**src/mic_pkg.sv**
```systemverilog
`timescale 1ns / 1ps
// ----------------------------------------------------------------------------
// mic_pkg
// Shared constants for the magnetometer iron calibration block.
// ----------------------------------------------------------------------------
package mic_pkg;

  // pass phase codes
  localparam logic [1:0] PH_IDLE = 2'd0;
  localparam logic [1:0] PH_HARD = 2'd1;
  localparam logic [1:0] PH_SOFT = 2'd2;

  localparam int NUM_AXES = 3;
  localparam logic [15:0] NUM_SAMPLES_RESET = 16'd256;

endpackage

```
**src/mic_if.sv**
```systemverilog
`timescale 1ns / 1ps
// ----------------------------------------------------------------------------
// mic_in_if / mic_out_if
// Valid/ready channels for sample requests and corrected results.
// ----------------------------------------------------------------------------
interface mic_in_if #(parameter int SampleBits = 16);
  logic                         valid;
  logic                         ready;
  logic                         cmd;
  logic signed [SampleBits-1:0] sample_x;
  logic signed [SampleBits-1:0] sample_y;
  logic signed [SampleBits-1:0] sample_z;
  modport source (output valid, cmd, sample_x, sample_y, sample_z, input ready);
  modport sink (input valid, cmd, sample_x, sample_y, sample_z, output ready);
endinterface

interface mic_out_if #(parameter int SampleBits = 16);
  logic                         valid;
  logic                         ready;
  logic signed [SampleBits-1:0] corrected_x;
  logic signed [SampleBits-1:0] corrected_y;
  logic signed [SampleBits-1:0] corrected_z;
  logic [1:0]                   phase;
  logic                         calibration_done;
  modport source (output valid, corrected_x, corrected_y, corrected_z, phase,
                  calibration_done, input ready);
  modport sink (input valid, corrected_x, corrected_y, corrected_z, phase,
                calibration_done, output ready);
endinterface

```
**src/mic_lane.sv**
```systemverilog
`timescale 1ns / 1ps
// ----------------------------------------------------------------------------
// mic_lane
// One axis: correction multiply, min/max tracking, offset and gain store.
// ----------------------------------------------------------------------------
module mic_lane #(
  parameter int SampleBits   = 16,
  parameter int GainFracBits = 12
) (
  input  logic                            clk,
  input  logic                            rst_n,
  input  logic                            start_cal,    // reset offset/gain
  input  logic                            mul_en,       // stage 1 capture
  input  logic signed [SampleBits-1:0]    sample,
  input  logic                            track_en,     // stage 2 track
  input  logic                            track_first,
  input  logic                            set_offset,
  input  logic                            set_gain,
  input  logic [GainFracBits+3:0]         gain_in,
  output logic signed [SampleBits-1:0]    corrected,
  output logic [SampleBits:0]             diam
);
  localparam int GW = GainFracBits + 4;
  localparam int PW = SampleBits + 1 + GW + 1;
  localparam logic signed [SampleBits-1:0] SMAX = {1'b0, {(SampleBits-1){1'b1}}};
  localparam logic signed [SampleBits-1:0] SMIN = {1'b1, {(SampleBits-1){1'b0}}};
  localparam logic [GW-1:0] GUNITY = GW'(1) << GainFracBits;

  logic signed [SampleBits-1:0] off_r, min_r, max_r;
  logic signed [SampleBits-1:0] min_nxt, max_nxt;
  logic [GW-1:0]                gain_r;
  logic signed [SampleBits-1:0] off_use;
  logic [GW-1:0]                gain_use;
  logic signed [PW-1:0]         prod_r;
  logic signed [SampleBits:0]   diff;
  logic signed [PW-1:0]         rnd, shf;
  logic signed [SampleBits-1:0] corr;
  logic signed [SampleBits:0]   midsum;

  // a starting calibration corrects with identity
  assign off_use  = start_cal ? '0 : off_r;
  assign gain_use = start_cal ? GUNITY : gain_r;

  // difference and product, registered
  assign diff = $signed({sample[SampleBits-1], sample})
                - $signed({off_use[SampleBits-1], off_use});
  always_ff @(posedge clk) begin
    if (mul_en) prod_r <= PW'(diff) * $signed({1'b0, gain_use});
  end

  // round, floor shift, saturate
  always_comb begin
    rnd = prod_r + PW'(1 << (GainFracBits - 1));
    shf = rnd >>> GainFracBits;
    if (shf > PW'(SMAX)) corr = SMAX;
    else if (shf < PW'(SMIN)) corr = SMIN;
    else corr = shf[SampleBits-1:0];
  end
  assign corrected = corr;

  // extremes including the sample being tracked
  always_comb begin
    min_nxt = min_r;
    max_nxt = max_r;
    if (track_en) begin
      if (track_first || corr < min_r) min_nxt = corr;
      if (track_first || corr > max_r) max_nxt = corr;
    end
  end

  // offset, gain and extremes
  assign midsum = $signed({min_nxt[SampleBits-1], min_nxt})
                  + $signed({max_nxt[SampleBits-1], max_nxt});
  always_ff @(posedge clk) begin
    if (!rst_n) begin
      off_r  <= '0;
      gain_r <= GUNITY;
      min_r  <= '0;
      max_r  <= '0;
    end else begin
      if (start_cal) begin
        off_r  <= '0;
        gain_r <= GUNITY;
      end else if (set_offset) begin
        off_r <= midsum[SampleBits:1];
      end else if (set_gain) begin
        gain_r <= gain_in;
      end
      min_r <= min_nxt;
      max_r <= max_nxt;
    end
  end

  assign diam = (max_nxt > min_nxt) ?
      ({max_nxt[SampleBits-1], max_nxt} - {min_nxt[SampleBits-1], min_nxt}) : '0;
endmodule

```
**src/mic_gain_div.sv**
```systemverilog
`timescale 1ns / 1ps
// ----------------------------------------------------------------------------
// mic_gain_div
// Merging stage: sums lane diameters and runs a shared restoring divider
// for the three gains, one quotient bit per cycle.
// ----------------------------------------------------------------------------
module mic_gain_div #(
  parameter int SampleBits   = 16,
  parameter int GainFracBits = 12
) (
  input  logic                    clk,
  input  logic                    rst_n,
  input  logic                    start,
  input  logic [SampleBits:0]     diam_x,
  input  logic [SampleBits:0]     diam_y,
  input  logic [SampleBits:0]     diam_z,
  output logic                    busy,
  output logic                    gain_we,
  output logic [1:0]              gain_axis,
  output logic [GainFracBits+3:0] gain_out
);
  localparam int GW = GainFracBits + 4;
  localparam int NW = SampleBits + 3 + GainFracBits;   // numerator width
  localparam int DW = SampleBits + 3;                  // 3*D width
  localparam int QW = NW;
  localparam int CW = $clog2(QW + 1);
  localparam logic [GW-1:0] GMAX = '1;

  logic [NW-1:0]   num_r, rem_r;
  logic [DW-1:0]   den_r;
  logic [QW-1:0]   quo_r;
  logic [CW-1:0]   bit_r;
  logic [1:0]      axis_r;
  logic            run_r, fin_r;
  logic [DW-1:0]   den_sel;
  logic [SampleBits:0] d_sel;
  logic [NW:0]     trial;
  logic [NW-1:0]   num_rnd;
  logic [QW:0]     qfin;

  always_comb begin
    unique case (axis_r)
      2'd0: d_sel = diam_x;
      2'd1: d_sel = diam_y;
      default: d_sel = diam_z;
    endcase
  end
  assign den_sel = DW'(d_sel) + DW'({d_sel, 1'b0});

  // one quotient bit per cycle of (num + den/2) / den
  assign num_rnd = num_r + NW'(den_r >> 1);
  assign trial   = {rem_r, num_rnd[bit_r[CW-1:0] - CW'(1)]} - (NW+1)'(den_r);

  always_ff @(posedge clk) begin
    if (!rst_n) begin
      run_r  <= 1'b0;
      fin_r  <= 1'b0;
      axis_r <= 2'd0;
      bit_r  <= '0;
    end else begin
      fin_r <= 1'b0;
      if (start) begin
        num_r  <= NW'(({2'b0, diam_x} + {2'b0, diam_y} + {2'b0, diam_z})) << GainFracBits;
        axis_r <= 2'd0;
        run_r  <= 1'b1;
        bit_r  <= '0;
      end else if (run_r) begin
        if (bit_r == '0) begin
          // load the next axis once the previous gain has been written
          if (!fin_r) begin
            den_r <= den_sel;
            rem_r <= '0;
            quo_r <= '0;
            bit_r <= CW'(QW);
          end
        end else begin
          if (!trial[NW]) begin
            rem_r <= trial[NW-1:0];
            quo_r <= {quo_r[QW-2:0], 1'b1};
          end else begin
            rem_r <= {rem_r[NW-2:0], num_rnd[bit_r - CW'(1)]};
            quo_r <= {quo_r[QW-2:0], 1'b0};
          end
          bit_r <= bit_r - CW'(1);
          if (bit_r == CW'(1)) fin_r <= 1'b1;
        end
      end
      if (fin_r) begin
        if (axis_r == 2'd2) run_r <= 1'b0;
        axis_r <= axis_r + 2'd1;
      end
    end
  end

  assign qfin      = {1'b0, quo_r};
  assign busy      = run_r;
  assign gain_we   = fin_r;
  assign gain_axis = axis_r;
  assign gain_out  = (den_r == '0 || qfin > (QW+1)'(GMAX)) ? GMAX : quo_r[GW-1:0];
endmodule

```
**src/magnetometer_iron_calibration.sv**
```systemverilog
`timescale 1ns / 1ps
// ----------------------------------------------------------------------------
// magnetometer_iron_calibration
// Per-axis hard/soft iron correction with min/max calibration passes.
// ----------------------------------------------------------------------------
// A correction request first captures (sample - offset) * gain in the three
// axis lanes, then rounds and saturates, and for a calibration request tracks
// min/max. The result sits in an output register; a new request is taken only
// once that register is empty or its result leaves in the same cycle. The
// request that ends the soft iron pass additionally stalls the input while
// the shared divider computes the three gains, one quotient bit a cycle with
// a load and a write step per axis.
module magnetometer_iron_calibration
  import mic_pkg::*;
#(
  parameter int SAMPLE_BITS    = 16,
  parameter int GAIN_FRAC_BITS = 12
) (
  input  logic        clk,
  input  logic        rst_n,
  mic_in_if.sink      in_ch,
  mic_out_if.source   out_ch,
  input  logic        cfg_we,
  input  logic [15:0] cfg_wdata
);
  logic [15:0] num_r, cnt_r, cnt_nxt;
  logic [1:0]  ph_r, ph_nxt;
  logic        s2_r, cmd_r, first_r;
  logic        ovalid_r, done_r, ph_cal;
  logic        last;
  logic signed [SAMPLE_BITS-1:0] c [NUM_AXES];
  logic signed [SAMPLE_BITS-1:0] s [NUM_AXES];
  logic [SAMPLE_BITS:0] dm [NUM_AXES];
  logic [GAIN_FRAC_BITS+3:0] gdiv;
  logic busy, gwe;
  logic [1:0] gax;
  logic take, start_cal;

  assign s[0] = in_ch.sample_x;
  assign s[1] = in_ch.sample_y;
  assign s[2] = in_ch.sample_z;

  // accept when stage 2 empty, output free after it, divider idle
  assign in_ch.ready = !s2_r && !busy && !(ovalid_r && !out_ch.ready);
  assign take      = in_ch.valid && in_ch.ready;
  assign start_cal = take && in_ch.cmd && ph_r == PH_IDLE;

  // pass bookkeeping for stage 2
  assign ph_cal  = s2_r && cmd_r;
  assign cnt_nxt = cnt_r + 16'd1;
  assign last    = (cnt_nxt == 16'd0) || (cnt_nxt >= num_r);

  for (genvar a = 0; a < NUM_AXES; a++) begin : g_lane
    mic_lane #(.SampleBits(SAMPLE_BITS), .GainFracBits(GAIN_FRAC_BITS)) u_lane (
      .clk, .rst_n,
      .start_cal  (start_cal),
      .mul_en     (take),
      .sample     (s[a]),
      .track_en   (ph_cal),
      .track_first(first_r),
      .set_offset (ph_cal && last && ph_r == PH_HARD),
      .set_gain   (gwe && gax == 2'(a)),
      .gain_in    (gdiv),
      .corrected  (c[a]),
      .diam       (dm[a])
    );
  end

  mic_gain_div #(.SampleBits(SAMPLE_BITS), .GainFracBits(GAIN_FRAC_BITS)) u_div (
    .clk, .rst_n,
    .start    (ph_cal && last && ph_r == PH_SOFT),
    .diam_x   (dm[0]), .diam_y(dm[1]), .diam_z(dm[2]),
    .busy     (busy),
    .gain_we  (gwe),
    .gain_axis(gax),
    .gain_out (gdiv)
  );

  always_comb begin
    ph_nxt = ph_r;
    if (start_cal) ph_nxt = PH_HARD;
    else if (ph_cal && last) ph_nxt = (ph_r == PH_HARD) ? PH_SOFT : PH_IDLE;
  end

  // control registers
  always_ff @(posedge clk) begin
    if (!rst_n) begin
      num_r    <= NUM_SAMPLES_RESET;
      cnt_r    <= '0;
      ph_r     <= PH_IDLE;
      s2_r     <= 1'b0;
      cmd_r    <= 1'b0;
      first_r  <= 1'b0;
      ovalid_r <= 1'b0;
      done_r   <= 1'b0;
    end else begin
      if (cfg_we) num_r <= cfg_wdata;
      s2_r <= take;
      if (take) begin
        cmd_r   <= in_ch.cmd;
        first_r <= start_cal || cnt_r == 16'd0;
      end
      ph_r <= ph_nxt;
      if (start_cal) cnt_r <= '0;
      else if (ph_cal) cnt_r <= last ? 16'd0 : cnt_nxt;
      if (s2_r) begin
        ovalid_r <= 1'b1;
        done_r   <= ph_cal && last && ph_r == PH_SOFT;
      end else if (out_ch.ready) begin
        ovalid_r <= 1'b0;
      end
    end
  end

  // output register
  always_ff @(posedge clk) begin
    if (s2_r) begin
      out_ch.corrected_x <= c[0];
      out_ch.corrected_y <= c[1];
      out_ch.corrected_z <= c[2];
      out_ch.phase       <= ph_nxt;
    end
  end
  assign out_ch.valid            = ovalid_r;
  assign out_ch.calibration_done = done_r;
endmodule

```
**src/flat_wrapper.sv**
```systemverilog
// flat-port wrapper written by rule: the top's interface ports become plain ports
module magnetometer_iron_calibration_flat import mic_pkg::*;
#(
  parameter int SAMPLE_BITS    = 16,
  parameter int GAIN_FRAC_BITS = 12
)
  (clk, rst_n, cfg_we, cfg_wdata, in_ch_valid, in_ch_cmd, in_ch_sample_x, in_ch_sample_y, in_ch_sample_z, in_ch_ready, out_ch_valid, out_ch_corrected_x, out_ch_corrected_y, out_ch_corrected_z, out_ch_phase, out_ch_calibration_done, out_ch_ready);
  mic_in_if in_ch_i ();
  mic_out_if out_ch_i ();
  input  logic clk;
  input  logic rst_n;
  input  logic cfg_we;
  input  logic [15:0] cfg_wdata;
  input wire logic [$bits(in_ch_i.valid)-1:0] in_ch_valid;
  input wire logic [$bits(in_ch_i.cmd)-1:0] in_ch_cmd;
  input wire logic [$bits(in_ch_i.sample_x)-1:0] in_ch_sample_x;
  input wire logic [$bits(in_ch_i.sample_y)-1:0] in_ch_sample_y;
  input wire logic [$bits(in_ch_i.sample_z)-1:0] in_ch_sample_z;
  output wire logic [$bits(in_ch_i.ready)-1:0] in_ch_ready;
  output wire logic [$bits(out_ch_i.valid)-1:0] out_ch_valid;
  output wire logic [$bits(out_ch_i.corrected_x)-1:0] out_ch_corrected_x;
  output wire logic [$bits(out_ch_i.corrected_y)-1:0] out_ch_corrected_y;
  output wire logic [$bits(out_ch_i.corrected_z)-1:0] out_ch_corrected_z;
  output wire logic [$bits(out_ch_i.phase)-1:0] out_ch_phase;
  output wire logic [$bits(out_ch_i.calibration_done)-1:0] out_ch_calibration_done;
  input wire logic [$bits(out_ch_i.ready)-1:0] out_ch_ready;
  assign in_ch_i.valid = in_ch_valid;
  assign in_ch_i.cmd = in_ch_cmd;
  assign in_ch_i.sample_x = in_ch_sample_x;
  assign in_ch_i.sample_y = in_ch_sample_y;
  assign in_ch_i.sample_z = in_ch_sample_z;
  assign in_ch_ready = in_ch_i.ready;
  assign out_ch_valid = out_ch_i.valid;
  assign out_ch_corrected_x = out_ch_i.corrected_x;
  assign out_ch_corrected_y = out_ch_i.corrected_y;
  assign out_ch_corrected_z = out_ch_i.corrected_z;
  assign out_ch_phase = out_ch_i.phase;
  assign out_ch_calibration_done = out_ch_i.calibration_done;
  assign out_ch_i.ready = out_ch_ready;
  magnetometer_iron_calibration #(.SAMPLE_BITS(SAMPLE_BITS), .GAIN_FRAC_BITS(GAIN_FRAC_BITS)) u_core (.clk(clk), .rst_n(rst_n), .in_ch(in_ch_i), .out_ch(out_ch_i), .cfg_we(cfg_we), .cfg_wdata(cfg_wdata));
endmodule
```
**config.mk**
```make
export PLATFORM = sky130hd
export DESIGN_NAME = magnetometer_iron_calibration_flat
export DESIGN_NICKNAME = d
export VERILOG_FILES = /design/src/mic_pkg.sv /design/src/mic_if.sv /design/src/mic_lane.sv /design/src/mic_gain_div.sv /design/src/magnetometer_iron_calibration.sv /design/src/flat_wrapper.sv
export SDC_FILE = /design/constraint.sdc
export NUM_CORES = 2
export LEC_CHECK = 0
export ABC_AREA = 0
export BUFFER_PORTS_ARGS = -buffer_cell sky130_fd_sc_hd__clkbuf_2
export CORE_ASPECT_RATIO = 0.8
export CORE_MARGIN = 5
export CORE_UTILIZATION = 65
export DETAILED_ROUTE_END_ITERATION = 10
export PLACE_DENSITY = 0.85
export SYNTH_ARGS = -nofsm -noshare
export SYNTH_HDL_FRONTEND = slang
export SYNTH_HIERARCHICAL = 1
export SYNTH_SLANG_ARGS = --single-unit
```
**constraint.sdc**
```tcl
create_clock -name clk -period 14.4 [get_ports clk]
set_input_delay 1.44 -clock clk [delete_from_list [all_inputs] [get_ports clk]]
set_output_delay 1.44 -clock clk [all_outputs]
set_load 0.005 [all_outputs]
```
==> impl_metrics.json <==
{
  "portBuffers": 122,
  "htree_levels": 2,
  "io_pins": 123,
  "period_share_pct": 82.6,
  "synth_area_um2": 63100,
  "cts_tree": "built",
  "die_y_um": 289,
  "dieArea_um2": 103000,
  "finalSetupTns_ns": 0,
  "finalCriticalPeriod_ns": 11.90,
  "r2r_cells": 35,
  "grt-ovfl-total": 0,
  "syn2layout_area_growth_pct": 5.47,
  "synth_enable_flop_cells": 219,
  "ys_seq_area_share_pct": 18.0,
  "cts-resized-gates": 0,
  "final-max-slew-violation-count": 0,
  "place_ws_ns": 2.22,
  "cts_setup_buffers": 0,
  "rsz0062_at_grt": "false",
  "r2r_start": "u_core/s2_r$_SDFF_PN0_",
  "crit_family": "adder cells",
  "powerDensity_nw_per_um2": 58.9,
  "drv_cap": 0,
  "critPathLaunchType": "input port",
  "switching_share_pct": 34.2,
  "dp_hpwl_mm": 134,
  "cts_num_sinks": 459,
  "antenna_found_initial": 1,
  "grt_pass1_vias": 51300,
  "nets": 8595,
  "irDropWorstVdd_mv": 0.0715,
  "vias": 50700,
  "hold_end": "u_core/g_lane[0].u_lane/gain_r[7]$_SDFFE_PP0P_",
  "multi_input_area_um2": 46300,
  "min_from": "u_core/g_lane[0].u_lane/gain_r[7]$_SDFFE_PP0P_",
  "worstSkewPairLatency_ns": 0.61,
  "clock-root-buffer": "clkbuf_16",
  "r2r-end": "u_core/g_lane[0].u_lane/prod_r[33]$_DFFE_PP_",
  "setup_ws_ns": 2.50,
  "fp.dieW_um": 358,
  "final-setup-viol-count": 0,
  "hold_depth": 2,
  "antenna_cells": 0,
  "tightest_slew_ns": 1.40,
  "drc_errors": 0,
  "max_freq_ghz": 0.0840,
  "synth_ff_type": "dfxtp_1",
  "grt_max_degree": 82,
  "synth_fp_nets": 8578,
  "p_sw_mw": 1.34,
  "start_util_pct": 65.3,
  "critPathArrivalTime_ns": 12.22,
  "slew_headroom_pct": 6.19,
  "clkPwrFrac_pct": 32.6,
  "fp-row-count": 102,
  "synth.distinct_cells": 120,
  "holdCritPathClass": "flop to flop",
  "clockBufferDepth": 3,
  "first_pass_iters": 8,
  "drt_first_iter_violations": 4989,
  "status": "finished clean",
  "cpPeakStageDelay_ns": 1.04,
  "grt_use_total_pct": 32.6,
  "finalWirelength_mm": 167,
  "comb_power_share_pct": 30.3,
  "clock_skew_ns": 0.0183,
  "intPower_mw": 2.58,
  "numCtsBuffers": 47,
  "drive_gt1_share_pct": 6.16,
  "stdcell_count": 8425,
  "synthCells": 7070,
  "drt-vias-per-instance": 6.01,
  "synth-seq-cells": 459,
  "wire_per_inst_um": 19.9,
  "cts_hold_buf": 0,
  "end_kind": "flop",
  "dpl.cell_count": 8338,
  "cp_slowest_cell": "a2111oi_0",
  "cp_max_fo": 65,
  "core_area_um2": 96600,
  "synthArstFlopShare_pct": 0,
  "place_area_um2": 65000,
  "path_class": "input port to flop",
  "antenna_left": 0,
  "finalInstanceArea_um2": 66600,
  "utilization_pct": 68.9,
  "p_seq_share_pct": 37.2,
  "cellLeakagePower_nw": 29.2,
  "syn_area_per_cell_um2": 8.92,
  "path_common_cell": "fa_1",
  "regArea_um2": 11400,
  "crit_required_ns": 14.72,
  "clk_pin_slew_ns": 0.06,
  "critical_path_buf_inv_count": 5,
  "place_congestion": 0.996,
  "hold_viol": 0,
  "r2r_slack_ns": 2.65,
  "ys_warn_count": 6,
  "nFillCells": 7355,
  "grt_pass1_wl_mm": 269
}
flip-flops by register name, indices dropped and copies added, names as in the netlist, 2 cells and up:
name                         count
u_core/cnt_r                    16
u_core/g_lane.u_lane/gain_r     48
u_core/g_lane.u_lane/max_r      48
u_core/g_lane.u_lane/min_r      48
u_core/g_lane.u_lane/off_r      48
u_core/g_lane.u_lane/prod_r     69
u_core/num_r                    16
u_core/out_ch.corrected_x       16
u_core/out_ch.corrected_y       16
u_core/out_ch.corrected_z       16
u_core/out_ch.phase              2
u_core/ph_r                      2
u_core/u_div/bit_r               5
u_core/u_div/den_r              19
u_core/u_div/gain_axis           2
u_core/u_div/num_r              19
u_core/u_div/quo_r              31
u_core/u_div/rem_r              31
cell usage after synthesis (117+ instances only):
library cell / number / area share, %
a21oi_1: 279 / 2.2
clkbuf_1: 199 / 1.2
dfxtp_1: 240 / 7.6
edfxtp_1: 219 / 10
fa_1: 860 / 27
ha_1: 578 / 11
inv_1: 1185 / 7.0
nand2_1: 744 / 4.4
nand2b_1: 163 / 1.6
nor2_1: 711 / 4.2
nor2b_1: 117 / 1.2
nor3_1: 130 / 1.0
o21ai_0: 161 / 1.3
xnor2_1: 213 / 3.0
worst max path at each step:
stage,startpoint,end,depth (start not counted)
after detailed placement,out_ch_ready,u_core/g_lane[0].u_lane/prod_r[33]$_DFFE_PP_,36
after global placement,out_ch_ready,u_core/g_lane[0].u_lane/prod_r[33]$_DFFE_PP_,36
after CTS,out_ch_ready,u_core/g_lane[0].u_lane/prod_r[33]$_DFFE_PP_,36
after floorplan,out_ch_ready,u_core/g_lane[0].u_lane/prod_r[33]$_DFFE_PP_,38
after global routing,out_ch_ready,u_core/g_lane[0].u_lane/prod_r[33]$_DFFE_PP_,36
final,out_ch_ready,u_core/g_lane[0].u_lane/prod_r[33]$_DFFE_PP_,36
cell families (layout without fill, tap and decap cells):
kind of cell / after synthesis / after routing / share of synthesized area [%]
AND/OR/NAND/NOR: 2350 / 2350 / 17.6
buffers and inverters: 1427 / 1482 / 8.70
XOR/XNOR: 328 / 328 / 4.62
multiplexers: 159 / 159 / 2.79
adder cells (fa/ha/maj): 1438 / 1438 / 38.7
flip-flops: 459 / 459 / 18.0
AO/OA/AOI/OAI: 909 / 909 / 9.54
power by group through the flow:
stage                     Sequential (mW)  Combinational [mW]  Clock, mW
after floorplan                      1.48               0.823          0
after global placement               1.48                1.11          0
after detailed placement             1.48                1.15          0
after CTS                            1.46                1.16       1.30
after global routing                 1.46                1.30       1.35
final                                1.46                1.19       1.28
per-layer routing:
| layer | vias to the layer above | part of all wire, % | GRT usage [%] |
|---|---|---|---|
| li1 | 22900 | - | - |
| met1 | 24800 | 41 | 45.6 |
| met2 | 2603 | 44 | 50.1 |
| met3 | 433 | 11 | 7.08 |
| met4 | 2 | 4.3 | 12.4 |
| met5 | - | 0.039 | 0.465 |
through the flow:
step	total power, mW	hold WS [ns]
final	3.92	0.456
after global routing	4.11	0.475
after CTS	3.91	0.457
after detailed placement	2.63	0.447
after global placement	2.60	0.444
after floorplan	2.30	0.432
cells in the final DEF (no fill, tap or decap), types with 128 or more instances in the layout:
| cell | instances |
|---|---|
| nor2_1 | 711 |
| inv_1 | 1184 |
| nand2_1 | 744 |
| fa_1 | 860 |
| dfxtp_1 | 239 |
| nand2b_1 | 163 |
| edfxtp_1 | 219 |
| xnor2_1 | 213 |
| ha_1 | 578 |
| nor3_1 | 128 |
| o21ai_0 | 161 |
| a21oi_1 | 278 |
layout make-up:
| cell class | count | area share [%] |
|---|---|---|
| Multi-Input combinational cell | 5184 | 69.5 |
| Sequential cell | 459 | 17.1 |
| Inverter | 1192 | 6.73 |
| Tap cell | 1300 | 2.44 |
| Clock buffer | 64 | 2.04 |
| Timing Repair Buffer | 203 | 1.83 |
| Clock inverter | 23 | 0.333 |
worst reg2reg max path, delay by kind of cell, from the launching register on:
family	cells	cell delay, ns
adders and majority gates	9	4.20
AOI/OAI and AO/OA	13	4.13
and+or+nand+nor	7	1.40
buffers and inverters	5	1.32
DFF	1	0.31
xor gates and xnor gates	1	0.09
Power figures use the tool's default switching activity.
